<file path="config.mk">
export PLATFORM = sky130hd
export DESIGN_NAME = compacting_element_list
export DESIGN_NICKNAME = d
export VERILOG_FILES = /design/src/rtl/cel_pkg.sv /design/src/rtl/compacting_element_list.sv
export SDC_FILE = /design/constraint.sdc
export NUM_CORES = 2
export LEC_CHECK = 0
export BUFFER_PORTS_ARGS = -buffer_cell sky130_fd_sc_hd__buf_4
export CAP_MARGIN = 5
export CORE_UTILIZATION = 45
export CTS_BUF_LIST = sky130_fd_sc_hd__clkbuf_16
export DETAILED_ROUTE_END_ITERATION = 10
export SKIP_LAST_GASP = 1
export SYNTH_ARGS = -nofsm -noshare
export SYNTH_HDL_FRONTEND = slang
export SYNTH_SLANG_ARGS = --single-unit
</file>
<file path="constraint.sdc">
create_clock -name clk -period 15.65 [get_ports clk]
set_clock_uncertainty 0.05 [all_clocks]
set_input_delay 2.3475 -clock clk [delete_from_list [all_inputs] [get_ports clk]]
set_output_delay 2.3475 -clock clk [all_outputs]
set_load 0.05 [all_outputs]
</file>
<file path="src/rtl/cel_pkg.sv">
`timescale 1ns / 1ps
// ----------------------------------------------------------------------------
// cel_pkg: shared types and constants of the compacting element list
// Sizes of the element store, the stream payload layout, command and
// status codes, and the sequencer state type.
// ----------------------------------------------------------------------------
package cel_pkg;

  // Element store geometry
  localparam int DEPTH  = 64;
  localparam int ADDR_W = $clog2(DEPTH);
  localparam int CNT_W  = $clog2(DEPTH + 1);
  localparam int ELEM_W = 32;

  // Stream payload widths
  localparam int CMD_W      = 2;
  localparam int STAT_W     = 2;
  localparam int IN_BITS    = CMD_W + ELEM_W + ADDR_W;
  localparam int OUT_BITS   = ELEM_W + CNT_W + STAT_W;
  localparam int IN_DATA_W  = ((IN_BITS + 7) / 8) * 8;
  localparam int OUT_DATA_W = ((OUT_BITS + 7) / 8) * 8;

  // Commands
  typedef enum logic [CMD_W-1:0] {
    CMD_APPEND = 2'd0,
    CMD_READ   = 2'd1,
    CMD_REMOVE = 2'd2,
    CMD_NOP    = 2'd3
  } cmd_t;

  // Result status codes
  typedef enum logic [STAT_W-1:0] {
    ST_OK    = 2'd0,
    ST_FULL  = 2'd1,
    ST_RANGE = 2'd2
  } status_t;

  // Sequencer states
  typedef enum logic [1:0] {
    S_IDLE,
    S_RDWAIT,
    S_SHIFT,
    S_EMIT
  } state_t;

endpackage

</file>
<file path="src/rtl/compacting_element_list.sv">
`timescale 1ns / 1ps
// ----------------------------------------------------------------------------
// compacting_element_list: ordered list with delete compaction
// An ordered list of DEPTH elements held in one synchronous RAM. Append
// adds at the tail, read returns an element, remove deletes one and moves
// every later element down a place.
// ----------------------------------------------------------------------------
// Usage:
//   in_*  : one request per accepted beat (cmd, value, index in in_tdata).
//   out_* : one result per request (read_data, count, status), in order.
//   The output register lets a new request be taken while a result waits.
// Sequencing / throughput, set by the single-port-per-direction element RAM:
//   append, unused command, and any rejected request: result registered in
//   the accept cycle, so one request per cycle while out_tready is high.
//   read: RAM address in the accept cycle, registered read data, result (S_RDWAIT, S_EMIT).
//   remove at index i: the shift loop moves one element per cycle (read one
//   entry, write the one below), then the result is emitted.
// Reset (synchronous, rst_n low): list empties, no result pending. RAM
//   contents are not cleared; entries at or above the length are never used.
// Stall: while out_tready is low a finished result is held; one further
//   request may complete into a holding register, then in_tready drops.
// ----------------------------------------------------------------------------
module compacting_element_list
  import cel_pkg::*;
(
  input  logic                  clk,
  input  logic                  rst_n,
  // request channel
  input  logic                  in_tvalid,
  output logic                  in_tready,
  input  logic [IN_DATA_W-1:0]  in_tdata,   // cmd[1:0], value[33:2], index[39:34]
  // result channel
  output logic                  out_tvalid,
  input  logic                  out_tready,
  output logic [OUT_DATA_W-1:0] out_tdata   // read_data[31:0], count[38:32], status[40:39]
);

  // Request fields
  cmd_t              in_cmd;
  logic [ELEM_W-1:0] in_value;
  logic [ADDR_W-1:0] in_index;

  assign in_cmd   = cmd_t'(in_tdata[CMD_W-1:0]);
  assign in_value = in_tdata[CMD_W +: ELEM_W];
  assign in_index = in_tdata[CMD_W+ELEM_W +: ADDR_W];

  // Element RAM
  logic [ELEM_W-1:0] mem [DEPTH];
  logic              mem_we;
  logic [ADDR_W-1:0] mem_wa;
  logic [ELEM_W-1:0] mem_wd;
  logic [ADDR_W-1:0] mem_ra;
  logic [ELEM_W-1:0] rdata_r;

  always_ff @(posedge clk) begin
    if (mem_we) begin
      mem[mem_wa] <= mem_wd;
    end
    rdata_r <= mem[mem_ra];
  end

  // Control and payload registers
  state_t             state_r, state_nxt;
  logic [CNT_W-1:0]   count_r, count_nxt;
  logic [CNT_W-1:0]   rd_ptr_r, rd_ptr_nxt;
  logic               pend_r, pend_nxt;
  logic [ADDR_W-1:0]  wr_addr_r, wr_addr_nxt;
  logic [ELEM_W-1:0]  res_data_r, res_data_nxt;
  status_t            res_stat_r, res_stat_nxt;
  logic               out_valid_r, out_valid_nxt;
  logic [OUT_BITS-1:0] out_data_r, out_data_nxt;

  logic               accept;
  logic               out_free;
  logic               idx_bad;
  logic               full;

  assign accept   = in_tvalid && in_tready;
  assign out_free = !out_valid_r || out_tready;
  assign idx_bad  = {1'b0, in_index} >= count_r;
  assign full     = count_r == CNT_W'(DEPTH);

  always_ff @(posedge clk) begin
    if (!rst_n) begin
      state_r     <= S_IDLE;
      count_r     <= '0;
      pend_r      <= 1'b0;
      out_valid_r <= 1'b0;
    end else begin
      state_r     <= state_nxt;
      count_r     <= count_nxt;
      pend_r      <= pend_nxt;
      out_valid_r <= out_valid_nxt;
    end
  end

  always_ff @(posedge clk) begin
    rd_ptr_r   <= rd_ptr_nxt;
    wr_addr_r  <= wr_addr_nxt;
    res_data_r <= res_data_nxt;
    res_stat_r <= res_stat_nxt;
    out_data_r <= out_data_nxt;
  end

  // Sequencer
  always_comb begin
    state_nxt     = state_r;
    count_nxt     = count_r;
    rd_ptr_nxt    = rd_ptr_r;
    pend_nxt      = pend_r;
    wr_addr_nxt   = wr_addr_r;
    res_data_nxt  = res_data_r;
    res_stat_nxt  = res_stat_r;
    out_valid_nxt = out_valid_r && !out_tready;
    out_data_nxt  = out_data_r;
    in_tready     = 1'b0;
    mem_we        = 1'b0;
    mem_wa        = wr_addr_r;
    mem_wd        = rdata_r;
    mem_ra        = rd_ptr_r[ADDR_W-1:0];

    unique case (state_r)
      S_IDLE: begin
        in_tready = 1'b1;
        mem_ra    = in_index;
        if (accept) begin
          res_data_nxt = '0;
          res_stat_nxt = ST_OK;
          unique case (in_cmd)
            CMD_APPEND: begin
              if (full) begin
                res_stat_nxt = ST_FULL;
              end else begin
                mem_we    = 1'b1;
                mem_wa    = count_r[ADDR_W-1:0];
                mem_wd    = in_value;
                count_nxt = count_r + 1'b1;
              end
            end
            CMD_READ: begin
              if (idx_bad) begin
                res_stat_nxt = ST_RANGE;
              end else begin
                state_nxt = S_RDWAIT;
              end
            end
            CMD_REMOVE: begin
              if (idx_bad) begin
                res_stat_nxt = ST_RANGE;
              end else begin
                rd_ptr_nxt = {1'b0, in_index} + 1'b1;
                pend_nxt   = 1'b0;
                state_nxt  = S_SHIFT;
              end
            end
            CMD_NOP: begin
            end
            default: begin
            end
          endcase
          // immediate results go straight to the output register when free
          if (state_nxt == S_IDLE) begin
            if (out_free) begin
              out_valid_nxt = 1'b1;
              out_data_nxt  = {res_stat_nxt, count_nxt, res_data_nxt};
            end else begin
              state_nxt = S_EMIT;
            end
          end
        end
      end

      S_RDWAIT: begin
        res_data_nxt = rdata_r;
        state_nxt    = S_EMIT;
      end

      // read entry rd_ptr, write the previously read entry one place lower
      S_SHIFT: begin
        if (pend_r) begin
          mem_we = 1'b1;
        end
        if (rd_ptr_r < count_r) begin
          pend_nxt    = 1'b1;
          wr_addr_nxt = ADDR_W'(rd_ptr_r - 1'b1);
          rd_ptr_nxt  = rd_ptr_r + 1'b1;
        end else begin
          pend_nxt  = 1'b0;
          count_nxt = count_r - 1'b1;
          state_nxt = S_EMIT;
        end
      end

      S_EMIT: begin
        if (out_free) begin
          out_valid_nxt = 1'b1;
          out_data_nxt  = {res_stat_r, count_r, res_data_r};
          state_nxt     = S_IDLE;
        end
      end

      default: begin
        state_nxt = S_IDLE;
      end
    endcase
  end

  // Result channel
  assign out_tvalid = out_valid_r;
  assign out_tdata  = {{(OUT_DATA_W - OUT_BITS){1'b0}}, out_data_r};

endmodule

</file>
# Yosys cells after proc, flatten, opt, wreduce, memory -nomap -nowiden
# Memories as Yosys holds them, arrays and structs flattened. A register that Yosys moved wholly into a read port is not among the register bits.
# Index checks and enable logic that the tools add are counted.
# word_totals
reg_bits	99
ramBits	2048
out_inout_bits	50
n_memories	1
# memory_table
memory	depth	width	read_ports	rd_clocked_by_memory_dff	write_ports	line_no	source
mem	64	32	1	1	1	compacting_element_list.sv:48	logic [ELEM_W-1:0] mem [DEPTH];
# op_classes
add_sub_neg	5
n_lt_le_gt_ge	2
eq_ne	14
n_mux	57
reduce_logical	20
# op_table
cell	n
$mux W41	4
$mux W32	5
$pmux W41 S2	1
$pmux W32 S2	1
$mux W7	8
$mux W6	5
$pmux W7 S2	2
$mux W2	10
$mux W1	15
$add A7 B1 Y7 const B	2
$ne A2 B2 Y1 const B	7
$reduce_and A5 Y1	2
$pmux W2 S2	2
$pmux W2 S4	1
$add A6 B1 Y7 const B	1
$eq A7 B7 Y1 const B	1
$ge A6 B7 Y1	1
$lt A7 B7 Y1	1
$sub A7 B1 Y7 const B	1
$eq A2 B2 Y1 const B	3
$logic_not A2 Y1	3
$pmux W1 S2	3
$reduce_and A2 Y1	3
$reduce_and A3 Y1	2
other kinds (9)	14

# Logic depth before layout (Yosys ltp)
# logic_depth
depth_word	9
depth_mapped	14
ltp_nobuf	10

# Worst setup path after synthesis
# Ideal clock, no wire load.
# synth_timing
path_type	input-to-reg
startpoint	input port in_tdata[34]
endpoint	register out_data_r[0], enable pin
setup_time_ps	453
t_arrival_ps	6694
required_time_ps	15147
setup_slack_ps	8453
stages	13
path_buffers	4
cell_sequence	buf_4 -> inv_2 -> buf_2 -> buf_2 -> buf_2 -> ha_1 -> nand2b_1 -> a21o_1 -> a21oi_1 -> o21a_1 -> o311ai_0 -> or3b_1 -> a21oi_1
# synth_between
elab_chain_len	8
# synth_lines
item	line_no	source
start: declaration	compacting_element_list.sv:31	input logic [IN_DATA_W-1:0] in_tdata,
$ge A6 B7 Y1 (*)	compacting_element_list.sv:80	assign idx_bad = {1'b0, in_index} >= count_r;
$mux W2 (on tied branches)	compacting_element_list.sv:148, compacting_element_list.sv:141	
$pmux W2 S2 (*)	compacting_element_list.sv:129	unique case (in_cmd)
$mux W2 (*)	compacting_element_list.sv:126	if (accept) begin
$mux W2 (*)	compacting_element_list.sv:122	unique case (state_r)
$logic_not A2 Y1 (*)	compacting_element_list.sv:162	if (state_nxt == S_IDLE) begin
$ne A2 B2 Y1 (no line) (*)	--	
$reduce_and A5 Y1 (no line) (*)	--	
end signal: assignment	compacting_element_list.sv:102	out_data_r <= out_data_nxt;
end: declaration	compacting_element_list.sv:71	logic [OUT_BITS-1:0] out_data_r, out_data_nxt;
# Every way passes the cells marked *; elsewhere a longest branch is shown, timed or not. The select of a mux whose other input is x is not followed.
# A chain may end at the register's enable or synchronous reset.

# Worst setup path in the final report
# layout_timing
startpoint	register state_r[0]
endpoint	register rdata_r[31], read port of mem
# layout_between
elab_chain_len	2
# layout_lines
item	line_no	source
start: declaration	compacting_element_list.sv:63	state_t state_r, state_nxt;
start signal: assignment	compacting_element_list.sv:90	state_r <= state_nxt;
$logic_not A2 Y1	compacting_element_list.sv:122	
$mux W6	compacting_element_list.sv:122	
end: declaration	compacting_element_list.sv:53	logic [ELEM_W-1:0] rdata_r;
# No other way between the ends.

==> results.txt <==
The vias after detailed routing is 79200. The total half-perimeter wirelength after legalization and detailed placement came out at 209000 microns. The area growth from synthesis to final layout is 10.1%. The full die area is 227000 sq um. The number of buffer cells added on primary ports came out at 86. At the later pin of the worst-skew pair, clock insertion delay measures 890 ps. The worst register-to-register path begins at state_r[0]$_SDFFE_PN0P_. The number of flops mapped to enable cells by yosys came out at 2136. The DRC violation count after routing came out at 0. The area share of the largest cell type after synthesis is 63.3%. The biggest area contributor in the post-synthesis netlist is sky130_fd_sc_hd__edfxtp_1.

By startpoint and endpoint, the worst setup path is classified as flip-flop to flip-flop. Setup repair after global routing left no endpoint under its margin. The final layout contains 8144 nets. The TritonCTS clock tree is yes. The number of cells traversed by the worst register-to-register path is 12.

The worst hold path terminates at pend_r$_SDFFE_PN0P_. The via density per instance is 7.05. The per-instance average area after synthesis came out at 12.2 sq um.

For the worst setup path, the data required time is 16390 ps. The max-cap violation count came out at 0. The worst path uses 43.2% of the clock period. The slew at the pin closest to its max-slew limit came out at 1390 ps. The critical path goes through inv_1 > ha_4 > buf_4 > buf_4 > mux2i_4 > buf_4 > buf_4 > buf_4 > o21ai_0 > o2111ai_1 > a221oi_1 > a31oi_1. The final non-filler cell total is 11200.

The largest stage delay on the critical path came out at 930 ps. The total count of hold-check failures in the final report came to 0. The clock-pin slew on the worst setup and hold paths is 60 ps. The largest individual stage delay along the critical path comes from the cell sky130_fd_sc_hd__o2111ai_1. The count of antenna-violating nets left after detailed routing is 0. The leftover overflow at the end of global routing came out at 0.

The maximum fanout along the worst path came out at 53. The wire length of the first global-routing pass is 553000 microns. Sequential cells were found to cover 64.2% of the synthesized design area. The startpoint identified for the worst hold timing path is pend_r$_SDFFE_PN0P_.

The number of buffers added to fix hold violations after cts came out at 0. The root buffer cell is sky130_fd_sc_hd__clkbuf_16. The global routing usage summed across all routing layers is 33.5%. The region available for standard cell placement spans 223000 sq um. The shortest clock period the worst path allows after layout came out at 6760 ps. The worst-case register-to-register setup slack is 8890 ps.

The flow ran to the end, and the final reports show no timing, DRC or antenna violations. The number of buffers inserted during clock tree synthesis came out at 222. Summed over all cells, the static leakage comes to 35.2 nW.

The async set-or-reset flop fraction in the synthesized netlist is 0%. The total instance count after detailed placement came out at 10800. For this run, the number of Yosys warnings is 0. Cells with a size suffix above 1 make up 10.0% of the layout. The number of rows in the core area is 173. The number of setup buffers added after CTS is 0. The final count of pins violating max slew is 0.

The I/O pin count came out at 94. In this run the critical register-to-register path is captured at rdata_r[31]$_DFF_P_. In this run the worst hold path is classified as flip-flop to flip-flop. In this design, the critical path's most frequently occurring cell is sky130_fd_sc_hd__buf_4. No sink is reached through more buffers than the 3 on the longest clock path. The worst hold path stage count came out at 2. The deepest level of the CTS H-tree is 4. The tightest hold margin is 428 ps.

The number of global-route vias before repair came out at 74000. The final worst setup slack came out at 8890 ps. The number of sinks handled by clock tree synthesis came out at 2179. The leading cell type by number of instances after synthesis is sky130_fd_sc_hd__edfxtp_1. By area the synthesized netlist is led by sky130_fd_sc_hd__edfxtp_1, sky130_fd_sc_hd__a211oi_1, sky130_fd_sc_hd__a21oi_1, sky130_fd_sc_hd__nand2_1, sky130_fd_sc_hd__a21boi_0. The highest clock frequency the design can meet is 148 MHz. In this run, the number of DRC markers left after iteration 0 of detailed routing was 12900. The worst setup path is captured at a flip-flop. The total standard cell area after synthesis is 101000 sq um.

The largest vdd supply drop is 0.000181 V. The commonest cells after synthesis are sky130_fd_sc_hd__edfxtp_1, sky130_fd_sc_hd__a21oi_1, sky130_fd_sc_hd__nand2_1. The largest net degree at the start of global routing came out at 148. The global placer's final weighted congestion came out at 0.907. The aggregate routed wire length is 393000 microns. Timing analysis after detailed placement gives a worst setup slack of 8640 ps. In the final routed layout, each cell accounts on average for 35.0 microns.

The data arrival time of the critical path is 7510 ps. The horizontal die dimension came out at 476 microns. The startpoint class of the critical path is a flip-flop.

The number of antenna violations at the first check in global routing was 13. Gates resized during post-CTS repair numbered 0. The power per unit of standard cell area came out at 200 nW/um^2. The sum of negative setup slack came out at 0 ps. Once the floorplan was initialized, standard cells occupied 45.4% of the core. The floorplan step set the die height to 476 microns. The max-slew headroom at the worst pin is 6.95%.

The final design utilization came out at 50.0%. The cell count after synthesis came out at 8316. The synthesized netlist contains 93 unique library cells. The total iterations of the first detailed-routing run came out at 6. The flip-flop and latch count after synthesis came out at 2179.

In the synthesized netlist the dominant register cell turns out to be sky130_fd_sc_hd__edfxtp_1. Setup violations remaining at the end of the flow were counted as 0.
[report_power, final]
part	leakage (nW)	total [mW]	switching, mW	internal, mW
logic	12.0	9.43	7.09	2.35
clock network	3.59	5.14	2.34	2.80
registers	19.5	7.72	0.213	7.50
[worst max-delay path, delay by kind of cell (launching register included)]
family                   cells  cell delay, ps
buffers and inverters        6            3570
AO/OA/AOI/OAI                4            1790
adder cells (fa/ha/maj)      1             430
flip-flops                   1             350
multiplexers                 1             330
[kinds of logic after synthesis]
| group | after synthesis | share of synthesized area [%] |
|---|---|---|
| AO/OA/AOI/OAI | 3460 | 22.6 |
| adder cells (fa/ha/maj) | 24 | 0.297 |
| buffers and inverters | 842 | 4.05 |
| XOR/XNOR | 19 | 0.164 |
| other | 1 | 0.00370 |
| AND/OR/NAND/NOR | 1646 | 7.16 |
| multiplexers | 145 | 1.54 |
| flip-flops | 2179 | 64.2 |
[per-stage QoR]
stage	total power, mW	instance area, sq um
2_1_floorplan	13.3	101000
6_report	22.3	111000
5_1_grt	22.8	111000
4_1_cts	21.9	111000
3_5_place_dp	16.9	105000
3_3_place_gp	16.8	105000
[sequential cells by signal, indices dropped and copies added, names as in the netlist]
name,flops
rd_ptr_r,7
res_stat_r,2
pend_r,1
out_data_r,41
wr_addr_r,6
rdata_r,32
out_tvalid,1
state_r,2
count_r,7
res_data_r,32
mem,2048
[metal layers]
metal  share of wire (%)  vias up  global-route usage (%)
met5               0.020        -                       0
met4                 6.9       10                    20.6
met3                  13     1161                    7.37
met2                  43     6119                    49.4
met1                  37    39500                    45.2
li1                    -    32400                       -
[layout make-up]
| cell class | instances | area (sq um) |
|---|---|---|
| tap | 2975 | 3720 |
| sequential | 2179 | 65000 |
| antenna | 5 | 12.5 |
| clock buffer | 225 | 5630 |
| inverter | 28 | 133 |
| multi-input combinational | 5301 | 32900 |
| fill | 19100 | 111000 |
| clock inverter | 189 | 1220 |
| timing repair buffer | 344 | 2820 |
[layout by cell type (no fill, tap or decap), types with 90 or more instances in the layout]
cell type                   instances
sky130_fd_sc_hd__o21ai_0          365
sky130_fd_sc_hd__buf_4            324
sky130_fd_sc_hd__nand3_1          198
sky130_fd_sc_hd__nand2_1          850
sky130_fd_sc_hd__nor2_1           200
sky130_fd_sc_hd__a21oi_1          980
sky130_fd_sc_hd__a221oi_1          99
sky130_fd_sc_hd__mux2i_1           91
sky130_fd_sc_hd__clkbuf_16        225
sky130_fd_sc_hd__a21boi_0         260
sky130_fd_sc_hd__and2_1           150
sky130_fd_sc_hd__a211oi_1         755
sky130_fd_sc_hd__a31oi_1          264
sky130_fd_sc_hd__o22ai_1           90
sky130_fd_sc_hd__edfxtp_1        2136
[worst max path at each step]
stage | cells after the start | start | endpoint | slack (ps)
after floorplan | 13 | in_tdata[34] | out_data_r[0]$_SDFFCE_PN0P_ | 8450
after global placement | 12 | in_tdata[35] | rdata_r[31]$_DFF_P_ | 8680
after detailed placement | 12 | in_tdata[35] | rdata_r[31]$_DFF_P_ | 8640
after CTS | 12 | state_r[0]$_SDFFE_PN0P_ | rdata_r[31]$_DFF_P_ | 9320
after global routing | 12 | state_r[0]$_SDFFE_PN0P_ | rdata_r[31]$_DFF_P_ | 9000
final | 12 | state_r[0]$_SDFFE_PN0P_ | rdata_r[31]$_DFF_P_ | 8890
Power figures use the tool's default switching activity.
